## src/rtl/cba_pkg.sv

```systemverilog
// ----------------------------------------------------------------------------
// cba_pkg
// Shared types and constants for the circuit breaker admission gate: event
// codes, reject codes, register indexes and the beat payload structs.
// ----------------------------------------------------------------------------
package cba_pkg;

  // Event codes carried in the action field of an input beat.
  typedef enum logic [2:0] {
    ACT_SUBMIT   = 3'd0,
    ACT_COMPLETE = 3'd1,
    ACT_ABANDON  = 3'd2,
    ACT_RESET    = 3'd3,
    ACT_TICK     = 3'd4,
    ACT_QUERY    = 3'd5
  } action_t;

  // Reasons a submit is refused.
  typedef enum logic [1:0] {
    RSN_NONE      = 2'd0,
    RSN_OPEN      = 2'd1,
    RSN_SATURATED = 2'd2
  } reason_t;

  // Configuration port geometry and register indexes.
  localparam int CFG_ADDR_W = 2;
  localparam int CFG_DATA_W = 32;

  localparam logic [CFG_ADDR_W-1:0] CFG_IDX_THRESHOLD = 2'd0;
  localparam logic [CFG_ADDR_W-1:0] CFG_IDX_WINDOW    = 2'd1;
  localparam logic [CFG_ADDR_W-1:0] CFG_IDX_MAX_FLY   = 2'd2;

  // Register reset values.
  localparam logic [7:0]  THRESHOLD_RST = 8'd5;
  localparam logic [31:0] WINDOW_RST    = 32'd30000;
  localparam logic [7:0]  MAX_FLY_RST   = 8'd4;

  // Configuration register set.
  typedef struct packed {
    logic [7:0]  trip_level;
    logic [31:0] recovery_window;
    logic [7:0]  fly_cap;
  } cfg_t;

  // Input beat payload.
  typedef struct packed {
    logic [2:0] action;
    logic       succeeded;
    logic       was_abandoned;
  } in_item_t;

  // Result beat payload.
  typedef struct packed {
    logic       accepted;
    logic [1:0] reject_reason;
    logic       is_available;
    logic       open_now;
    logic [7:0] outstanding;
    logic [7:0] failure_streak;
  } out_item_t;

endpackage

```

## src/rtl/cba_cfg_regs.sv

```systemverilog
// ----------------------------------------------------------------------------
// cba_cfg_regs
// Configuration register file: decodes the write port into the threshold,
// recovery window and in-flight cap registers.
// ----------------------------------------------------------------------------
module cba_cfg_regs
  import cba_pkg::*;
(
  input  logic                  clk,
  input  logic                  rst_n,
  input  logic                  cfg_wr_en,
  input  logic [CFG_ADDR_W-1:0] cfg_index,
  input  logic [CFG_DATA_W-1:0] cfg_wdata,
  output cfg_t                  cfg
);

  cfg_t cfg_r;
  cfg_t cfg_nxt;

  // Address decode; an index past the last register is dropped.
  always_comb begin
    cfg_nxt = cfg_r;
    if (cfg_wr_en) begin
      unique case (cfg_index)
        CFG_IDX_THRESHOLD: cfg_nxt.trip_level      = cfg_wdata[7:0];
        CFG_IDX_WINDOW:    cfg_nxt.recovery_window = cfg_wdata[31:0];
        CFG_IDX_MAX_FLY:   cfg_nxt.fly_cap         = cfg_wdata[7:0];
        default:           cfg_nxt = cfg_r;
      endcase
    end
  end

  always_ff @(posedge clk) begin
    if (!rst_n) begin
      cfg_r.trip_level      <= THRESHOLD_RST;
      cfg_r.recovery_window <= WINDOW_RST;
      cfg_r.fly_cap         <= MAX_FLY_RST;
    end else begin
      cfg_r <= cfg_nxt;
    end
  end

  assign cfg = cfg_r;

endmodule

```

## src/rtl/cba_in_stage.sv

```systemverilog
// ----------------------------------------------------------------------------
// cba_in_stage
// Input register: captures one accepted beat and holds it until the
// decision stage consumes it.
// ----------------------------------------------------------------------------
module cba_in_stage
  import cba_pkg::*;
(
  input  logic     clk,
  input  logic     rst_n,
  input  logic     in_valid,
  output logic     in_ready,
  input  in_item_t in_data,
  output logic     item_valid,
  input  logic     item_take,
  output in_item_t item
);

  logic     valid_r;
  logic     valid_nxt;
  in_item_t data_r;

  // The register is free when empty or being drained this cycle.
  assign in_ready  = !valid_r || item_take;
  assign valid_nxt = in_valid || (valid_r && !item_take);

  always_ff @(posedge clk) begin
    if (!rst_n) begin
      valid_r <= 1'b0;
    end else if (in_ready) begin
      valid_r <= valid_nxt;
    end
  end

  // Payload needs no reset.
  always_ff @(posedge clk) begin
    if (in_valid && in_ready) begin
      data_r <= in_data;
    end
  end

  assign item_valid = valid_r;
  assign item       = data_r;

endmodule

```

## src/rtl/cba_core.sv

```systemverilog
// ----------------------------------------------------------------------------
// cba_core
// Breaker state and the decision logic: applies one event to the in-flight
// count, failure streak, open flag and open timer, and forms the result.
// ----------------------------------------------------------------------------
module cba_core
  import cba_pkg::*;
#(
  parameter int COUNT_WIDTH = 8,
  parameter int TIMER_WIDTH = 32
) (
  input  logic      clk,
  input  logic      rst_n,
  input  cfg_t      cfg,
  input  logic      step,
  input  in_item_t  item,
  output out_item_t result
);

  // Compare widths wide enough for both the state and the register.
  localparam int CNT_CMP_W = (COUNT_WIDTH > 8) ? COUNT_WIDTH : 8;
  localparam int TMR_CMP_W = (TIMER_WIDTH > 32) ? TIMER_WIDTH : 32;

  localparam logic [COUNT_WIDTH-1:0] COUNT_MAX = '1;
  localparam logic [TIMER_WIDTH-1:0] TIMER_MAX = '1;

  logic [COUNT_WIDTH-1:0] fly_r, fly_nxt;
  logic [COUNT_WIDTH-1:0] fail_r, fail_nxt;
  logic                   open_r, open_nxt;
  logic [TIMER_WIDTH-1:0] ticks_r, ticks_nxt;

  logic                   expired;
  logic                   open_pre;
  logic [COUNT_WIDTH-1:0] fail_pre;
  logic [COUNT_WIDTH-1:0] fail_inc;
  logic                   trip;
  logic                   fly_full;
  logic                   fly_full_nxt;
  logic                   accepted;
  reason_t                reason;

  // Recovery window has run out for an open circuit.
  assign expired = open_r &&
                   (TMR_CMP_W'(ticks_r) > TMR_CMP_W'(cfg.recovery_window));

  // Submit and query close an expired circuit before anything else.
  always_comb begin
    open_pre = open_r;
    fail_pre = fail_r;
    if ((item.action == ACT_SUBMIT || item.action == ACT_QUERY) && expired) begin
      open_pre = 1'b0;
      fail_pre = '0;
    end
  end

  // Saturating failure increment and the threshold test it feeds.
  assign fail_inc = (fail_r != COUNT_MAX) ? fail_r + 1'b1 : fail_r;
  assign trip     = CNT_CMP_W'(fail_inc) >= CNT_CMP_W'(cfg.trip_level);
  assign fly_full = CNT_CMP_W'(fly_r) >= CNT_CMP_W'(cfg.fly_cap);

  // Event decode.
  always_comb begin
    fly_nxt   = fly_r;
    fail_nxt  = fail_pre;
    open_nxt  = open_pre;
    ticks_nxt = ticks_r;
    accepted  = 1'b0;
    reason    = RSN_NONE;
    unique case (item.action)
      ACT_SUBMIT: begin
        if (open_pre) begin
          reason = RSN_OPEN;
        end else if (fly_full) begin
          reason = RSN_SATURATED;
        end else begin
          accepted = 1'b1;
          if (fly_r != COUNT_MAX) begin
            fly_nxt = fly_r + 1'b1;
          end
        end
      end
      ACT_COMPLETE: begin
        if (fly_r != '0) begin
          fly_nxt = fly_r - 1'b1;
        end
        if (!item.succeeded) begin
          fail_nxt = fail_inc;
          if (trip) begin
            open_nxt  = 1'b1;
            ticks_nxt = '0;
          end
        end else if (!item.was_abandoned) begin
          fail_nxt = '0;
        end
      end
      ACT_ABANDON: begin
        fail_nxt = fail_inc;
        if (trip) begin
          open_nxt  = 1'b1;
          ticks_nxt = '0;
        end
      end
      ACT_RESET: begin
        open_nxt = 1'b0;
        fail_nxt = '0;
        fly_nxt  = '0;
      end
      ACT_TICK: begin
        if (open_r && ticks_r != TIMER_MAX) begin
          ticks_nxt = ticks_r + 1'b1;
        end
      end
      ACT_QUERY: begin
        // Only the expiry check above applies.
      end
      default: begin
        // Unused codes leave the state alone.
      end
    endcase
  end

  assign fly_full_nxt = CNT_CMP_W'(fly_nxt) >= CNT_CMP_W'(cfg.fly_cap);

  // Result as seen after this event.
  always_comb begin
    result.accepted       = accepted;
    result.reject_reason  = reason;
    result.is_available   = !open_nxt && !fly_full_nxt;
    result.open_now       = open_nxt;
    result.outstanding    = 8'(fly_nxt);
    result.failure_streak = 8'(fail_nxt);
  end

  // State update on each consumed beat.
  always_ff @(posedge clk) begin
    if (!rst_n) begin
      fly_r   <= '0;
      fail_r  <= '0;
      open_r  <= 1'b0;
      ticks_r <= '0;
    end else if (step) begin
      fly_r   <= fly_nxt;
      fail_r  <= fail_nxt;
      open_r  <= open_nxt;
      ticks_r <= ticks_nxt;
    end
  end

endmodule

```

## src/rtl/cba_out_stage.sv

```systemverilog
// ----------------------------------------------------------------------------
// cba_out_stage
// Result register: holds one result beat until the consumer takes it and
// tells the decision stage when it may advance.
// ----------------------------------------------------------------------------
module cba_out_stage
  import cba_pkg::*;
(
  input  logic      clk,
  input  logic      rst_n,
  input  logic      res_valid,
  output logic      res_ready,
  input  out_item_t res_data,
  output logic      out_valid,
  input  logic      out_ready,
  output out_item_t out_data
);

  logic      valid_r;
  logic      valid_nxt;
  out_item_t data_r;

  // Room when empty or when the held beat leaves this cycle.
  assign res_ready = !valid_r || out_ready;
  assign valid_nxt = res_valid || (valid_r && !out_ready);

  always_ff @(posedge clk) begin
    if (!rst_n) begin
      valid_r <= 1'b0;
    end else if (res_ready) begin
      valid_r <= valid_nxt;
    end
  end

  // Payload needs no reset.
  always_ff @(posedge clk) begin
    if (res_valid && res_ready) begin
      data_r <= res_data;
    end
  end

  assign out_valid = valid_r;
  assign out_data  = data_r;

endmodule

```

## src/rtl/circuit_breaker_admission.sv

```systemverilog
// Flow: the decision logic reads the beat held in the input register, and its result
// is captured in the result register; a full result register stalls the input register.
// Throughput: one beat per cycle while out_ready is high; the input register feeds
// combinational decision logic straight into the result register, so beats stream freely.
// Reset: synchronous, active low; clears the counters, breaker and timer,
// empties both registers and restores threshold 5, window 30000 and cap 4.
// ----------------------------------------------------------------------------
// circuit_breaker_admission
// Admission gate combining a circuit breaker with a cap on requests in
// flight, driven by submit, complete, abandon, reset, tick and query events.
// ----------------------------------------------------------------------------
module circuit_breaker_admission
  import cba_pkg::*;
#(
  parameter int COUNT_WIDTH = 8,
  parameter int TIMER_WIDTH = 32
) (
  input  logic                  clk,
  input  logic                  rst_n,
  input  logic                  cfg_wr_en,
  input  logic [CFG_ADDR_W-1:0] cfg_index,
  input  logic [CFG_DATA_W-1:0] cfg_wdata,
  input  logic                  in_valid,
  output logic                  in_ready,
  input  in_item_t              in_data,
  output logic                  out_valid,
  input  logic                  out_ready,
  output out_item_t             out_data
);

  cfg_t      cfg;
  logic      item_valid;
  logic      res_ready;
  logic      step;
  in_item_t  item;
  out_item_t result;

  // A beat moves from the input register to the result register.
  assign step = item_valid && res_ready;

  cba_cfg_regs u_cfg (
    .clk       (clk),
    .rst_n     (rst_n),
    .cfg_wr_en (cfg_wr_en),
    .cfg_index (cfg_index),
    .cfg_wdata (cfg_wdata),
    .cfg       (cfg)
  );

  cba_in_stage u_in (
    .clk        (clk),
    .rst_n      (rst_n),
    .in_valid   (in_valid),
    .in_ready   (in_ready),
    .in_data    (in_data),
    .item_valid (item_valid),
    .item_take  (res_ready),
    .item       (item)
  );

  cba_core #(
    .COUNT_WIDTH (COUNT_WIDTH),
    .TIMER_WIDTH (TIMER_WIDTH)
  ) u_core (
    .clk    (clk),
    .rst_n  (rst_n),
    .cfg    (cfg),
    .step   (step),
    .item   (item),
    .result (result)
  );

  cba_out_stage u_out (
    .clk       (clk),
    .rst_n     (rst_n),
    .res_valid (item_valid),
    .res_ready (res_ready),
    .res_data  (result),
    .out_valid (out_valid),
    .out_ready (out_ready),
    .out_data  (out_data)
  );

endmodule
```

## config.mk

```make
export PLATFORM = sky130hd
export DESIGN_NAME = circuit_breaker_admission
export DESIGN_NICKNAME = d
export VERILOG_FILES = /design/src/rtl/cba_pkg.sv /design/src/rtl/cba_cfg_regs.sv /design/src/rtl/cba_in_stage.sv /design/src/rtl/cba_core.sv /design/src/rtl/cba_out_stage.sv /design/src/rtl/circuit_breaker_admission.sv
export SDC_FILE = /design/constraint.sdc
export NUM_CORES = 1
export LEC_CHECK = 0
export BUFFER_PORTS_ARGS = -buffer_cell sky130_fd_sc_hd__buf_2
export CORE_MARGIN = 2
export CORE_UTILIZATION = 60
export CTS_CLUSTER_DIAMETER = 40
export DETAILED_ROUTE_END_ITERATION = 16
export GPL_ROUTABILITY_DRIVEN = 0
export PLACE_DENSITY = 0.84
export SLEW_MARGIN = 20
export SYNTH_ARGS = -nofsm -noshare
export SYNTH_HDL_FRONTEND = slang
export SYNTH_SLANG_ARGS = --single-unit
```

## constraint.sdc

```tcl
create_clock -name clk -period 8.95 [get_ports clk]
set_input_delay 2.685 -clock clk [delete_from_list [all_inputs] [get_ports clk]]
set_output_delay 2.685 -clock clk [all_outputs]
set_load 0.01 [all_outputs]
```

==> results <==
- The worst setup slack for register-to-register paths is approximately 4.5 ns.
- Data on the critical path is required at its endpoint by between 6 and 7 ns.
- The most used flip-flop cell after synthesis is sky130_fd_sc_hd__dfxtp_1.
- The clock tree from TritonCTS is done.
- In this run, distinct cell masters in the synthesized netlist total between 60 and 70.
- The number of cells on the worst reg-to-reg path is 19.
- For this block, the via count after detailed routing is just over 6k.
- The final count of hold timing violations is 0.
- The latest clock arrival within the worst-skew pair is 0.42 ns.
- Dividing total power by cell area gives a power density of about 170 mW/mm^2.
- The endpoint class of the critical path is a primary output.
- The total grt overflow is 0.
- The detail route stage leaves a number of antenna-violating nets equal to 0.
- Across every metal layer, demand over resource in global routing totals a little over a quarter.
- The critical path is of the in2out type.
- The net count of the finished layout is approximately 1.0k.
- The number of clock buffers added by TritonCTS is 17.
- Of all flip-flops after synthesis, the portion carrying an async set or reset was 0%.
- The number of nets in the synthesized netlist is roughly 960.
- The post-placement cell count is slightly above 1k.
- The die outline area is 0.01288 sq mm.
- The most numerous cell on the critical path is sky130_fd_sc_hd__buf_2.
- Across the routed clock network, the largest skew measured is approximately 0.0075 ns.
- The library cell contributing the largest single delay on the critical path is sky130_fd_sc_hd__nor2b_1.
- The critical path crosses 4 cells after its start point.
- Yosys printed 0 warnings.
- The clock passes through at most 2 buffers.
- The first global-routing pass estimated ~27000 um of wire.
- The path class of the tightest hold or removal check is reg2reg.
- The final critical path takes up slightly below 70% of the cycle.
- Across the whole layout, storage elements account for approximately 0.0028 sq mm.
- The root buffer cell is sky130_fd_sc_hd__clkbuf_16.
- The worst-case IR drop observed on VDD is ~0.00019 V.
- The initial antenna violation count was 0.
- The fill cell total of the finished layout is 898.
- The worst pin sits at a relative slew slack of 32.29%.
- For this design, the CTS-stage hold fixing added 0 buffers.
- Dividing the detail-routed wire length by the instance count gives between 15 and 20 um.
- The cell area after synthesis is just over 0.007 sq mm.
- Input and output buffers added on the ports amount to 66.
- The first detailed-routing pass took 8 iterations.
- The final-report setup violation count is 0.
- The clock edge transition at the registers on the reported setup and hold paths is about 0.05 ns.
- Counting flops with a built-in enable in the synthesized netlist gives 26.
- The largest net degree at the start of global routing is 48.
- The flow ran to the end, and the final reports show no timing, DRC or antenna violations.
- In this run the standard cell core region covers about 0.012 sq mm.
- In this run the worst path has a maximum fanout of 4.
- The worst flop-to-flop path startpoint is u_core.fly_r[0]$_SDFFE_PN0P_.
- For this design the static power due to leakage is roughly 3.3 nW.
- Across the run, the number of max-cap violations was 0.
- The fmax is 162.3 MHz.
- For this run, design rule violations remaining after detail routing come to 0.
- The horizontal die dimension is between 100 and 150 um.
- The starting density of the core is 62.18%.
- The worst setup path endpoint is in_ready.
- The sum of negative setup slack is 0 ns.
- The launch point of the worst path is out_ready.
- The number of instances in the synthesized netlist is between 800 and 900.
- Traced cell by cell, the critical path runs through buf_2, nor2b_1, nand2_1, buf_2.
- The peak per-stage delay on the critical path is roughly 0.40 ns.
- The number of core rows is 39.
- The number of resized instances in the post-cts repair step is 0.
- The detailed router finished its first iteration with roughly 410 violations.
- The number of storage elements in the synthesis netlist is 125.
- Of the cells placed in the final design, the portion with a size suffix greater than 1 is about 14%.
- Setup repair after global routing left no endpoint under its margin.
- The tree built by TritonCTS fans out to 125 sinks.
- The floorplan die height is roughly 110 um.
- The number of slew-limit violations in the final report is 0.
- The number of global-route vias before repair is approximately 5.7k.
- The area growth from synthesis to layout is 12.60%.
- The repair_antennas step left the layout with diodes totalling 0.
- For the pin with the worst max-slew slack, the measured transition is 1.013 ns.
- After detailed routing, the total wire length is 16030 um.
- The detailed-route vias per instance is between 5 and 6.
- During I/O placement, the number of pins put on the boundary was 67.
- The average footprint of a synthesized cell is roughly 8.4 sq um.
- The capturing point of the worst reg2reg path is u_out.out_data[17]$_DFFE_PP_.
- In the final layout, the multi-input gates occupy approximately 0.0040 sq mm.
- The post-detailed-placement half-perimeter wirelength is ~11000 um.
- Subtracting the final worst setup slack from the clock period gives slightly above 6 ns.
- After synthesis, flip-flops and latches occupy roughly two fifths of the total area.
- The buffer and inverter count on the worst path is 2.
- The deepest level of the CTS H-tree is 4.
- STA puts the critical path data arrival time at between 3 and 4 ns.
- In this run the post-CTS setup repair buffer count came out at 0.
- The worst setup path is launched from a primary input.
- The finished layout holds between 1k and 1.5k standard cells, fillers aside.
- On the critical path the largest part of the delay comes from simple AND/OR/NAND/NOR gates.
## metal layers
layer	GRT usage (%)	vias to the layer above	routed length, um	share of wire (%)
li1	-	3103	-	-
met1	32.17	2864	6921	43
met2	44.79	185	7962	50
met3	5.685	23	872	5.4
met4	9.837	0	275	1.7
met5	0	-	0	0
## metrics by stage
| step | utilization [%] | total power [mW] | hold WS (ns) | setup slack [ns] | area (sq um) |
|---|---|---|---|---|---|
| floorplan | - | 0.6990 | 0.4363 | 3.265 | 7191 |
| finish | 70.01 | 1.366 | 0.4517 | 2.790 | 8097 |
| global placement | 65.26 | 0.7324 | 0.4431 | 2.818 | 7547 |
| detailed placement | 65.26 | 0.7356 | 0.4463 | 2.800 | 7547 |
| CTS | 70.01 | 1.373 | 0.4542 | 2.796 | 8097 |
| global route | 70.01 | 1.420 | 0.4745 | 2.762 | 8097 |
## cells in the mapped netlist, types with 14 or more instances
master | instances | area, sq um
sky130_fd_sc_hd__clkbuf_1 | 28 | 105.1
sky130_fd_sc_hd__mux2i_1 | 14 | 140.1
sky130_fd_sc_hd__edfxtp_1 | 26 | 780.8
sky130_fd_sc_hd__nand2_1 | 101 | 379.1
sky130_fd_sc_hd__xnor2_1 | 28 | 245.2
sky130_fd_sc_hd__a21oi_1 | 71 | 355.3
sky130_fd_sc_hd__nor2_1 | 93 | 349.1
sky130_fd_sc_hd__dfxtp_1 | 99 | 1982
sky130_fd_sc_hd__nor3_1 | 29 | 145.1
sky130_fd_sc_hd__nand4_1 | 16 | 100.1
sky130_fd_sc_hd__ha_1 | 61 | 763.2
sky130_fd_sc_hd__nand3_1 | 20 | 100.1
sky130_fd_sc_hd__o21ai_0 | 31 | 155.2
sky130_fd_sc_hd__inv_1 | 66 | 247.7
## state kept, by name, indices dropped and copies added (netlist names)
name and flops:
u_core.fail_r 8, u_out.out_data 21, u_out.out_valid 1, u_core.ticks_r 32, u_core.fly_r 8, u_cfg.cfg 48
u_core.open_r 1, u_in.item_valid 1, u_in.item 5
## cell type report
type,count,share of cell area (%)
Inverter,67,3.106
Sequential cell,125,34.12
Multi-Input combinational cell,621,49.23
Clock inverter,15,1.530
Timing Repair Buffer,71,4.543
Clock buffer,17,5.254
Tap cell,143,2.210
## cell usage in the layout, fill, tap and decap left out, types with 5 or more instances in the layout
cell                        instances
sky130_fd_sc_hd__nand2_1          101
sky130_fd_sc_hd__dfxtp_1           99
sky130_fd_sc_hd__nor2_1            93
sky130_fd_sc_hd__a21oi_1           71
sky130_fd_sc_hd__inv_1             66
sky130_fd_sc_hd__buf_2             66
sky130_fd_sc_hd__ha_1              61
sky130_fd_sc_hd__o21ai_0           31
sky130_fd_sc_hd__nor3_1            29
sky130_fd_sc_hd__xnor2_1           28
sky130_fd_sc_hd__edfxtp_1          26
sky130_fd_sc_hd__nand3_1           20
sky130_fd_sc_hd__clkbuf_16         17
sky130_fd_sc_hd__nand4_1           16
sky130_fd_sc_hd__mux2i_1           14
sky130_fd_sc_hd__o211ai_1          11
sky130_fd_sc_hd__nand2b_1           9
sky130_fd_sc_hd__a21o_1             9
sky130_fd_sc_hd__nor2b_1            8
sky130_fd_sc_hd__a22oi_1            8
sky130_fd_sc_hd__nor4_1             7
sky130_fd_sc_hd__a31oi_1            6
sky130_fd_sc_hd__a211oi_1           6
sky130_fd_sc_hd__or3_1              6
sky130_fd_sc_hd__and4_1             5
sky130_fd_sc_hd__or2_2              5
sky130_fd_sc_hd__and3_1             5
sky130_fd_sc_hd__nor3b_1            5
sky130_fd_sc_hd__clkinv_2           5
sky130_fd_sc_hd__buf_4              5
## tightest hold or removal path, stage by stage, from the launching register on
cell	delay, ns
sky130_fd_sc_hd__dfxtp_1	0.30
sky130_fd_sc_hd__nand2_1	0.05
sky130_fd_sc_hd__a21oi_1	0.05
## where the power goes
group	switching, mW	internal (mW)	total, mW
Combinational	0.0752	0.0478	0.123
Clock	0.261	0.379	0.639
Sequential	0.0111	0.592	0.603
## how the worst min path moves through the flow
stage	slack, ns	depth (start not counted)	startpoint	endpoint
after detailed placement	0.45	2	u_cfg.cfg[36]$_SDFFE_PN0P_	u_cfg.cfg[36]$_SDFFE_PN0P_
after global placement	0.44	2	u_cfg.cfg[29]$_SDFFE_PN0P_	u_cfg.cfg[29]$_SDFFE_PN0P_
after floorplan	0.44	2	u_cfg.cfg[10]$_SDFFE_PN0P_	u_cfg.cfg[10]$_SDFFE_PN0P_
after global routing	0.47	2	u_cfg.cfg[17]$_SDFFE_PN0P_	u_cfg.cfg[17]$_SDFFE_PN0P_
after CTS	0.45	2	u_cfg.cfg[36]$_SDFFE_PN0P_	u_cfg.cfg[36]$_SDFFE_PN0P_
final	0.45	2	u_cfg.cfg[24]$_SDFFE_PN0P_	u_cfg.cfg[24]$_SDFFE_PN0P_
## cells by family (layout without fill, tap and decap cells)
group,count (synthesis),in the layout,share of synthesized area [%]
compound gates,184,184,16.34
xor+xnor,31,31,3.776
fa+ha+maj,61,61,10.61
buf+inv,108,170,6.194
flops,125,125,38.42
mux,15,15,2.105
simple gates,330,330,22.55
(Power assumes the default switching activity.)
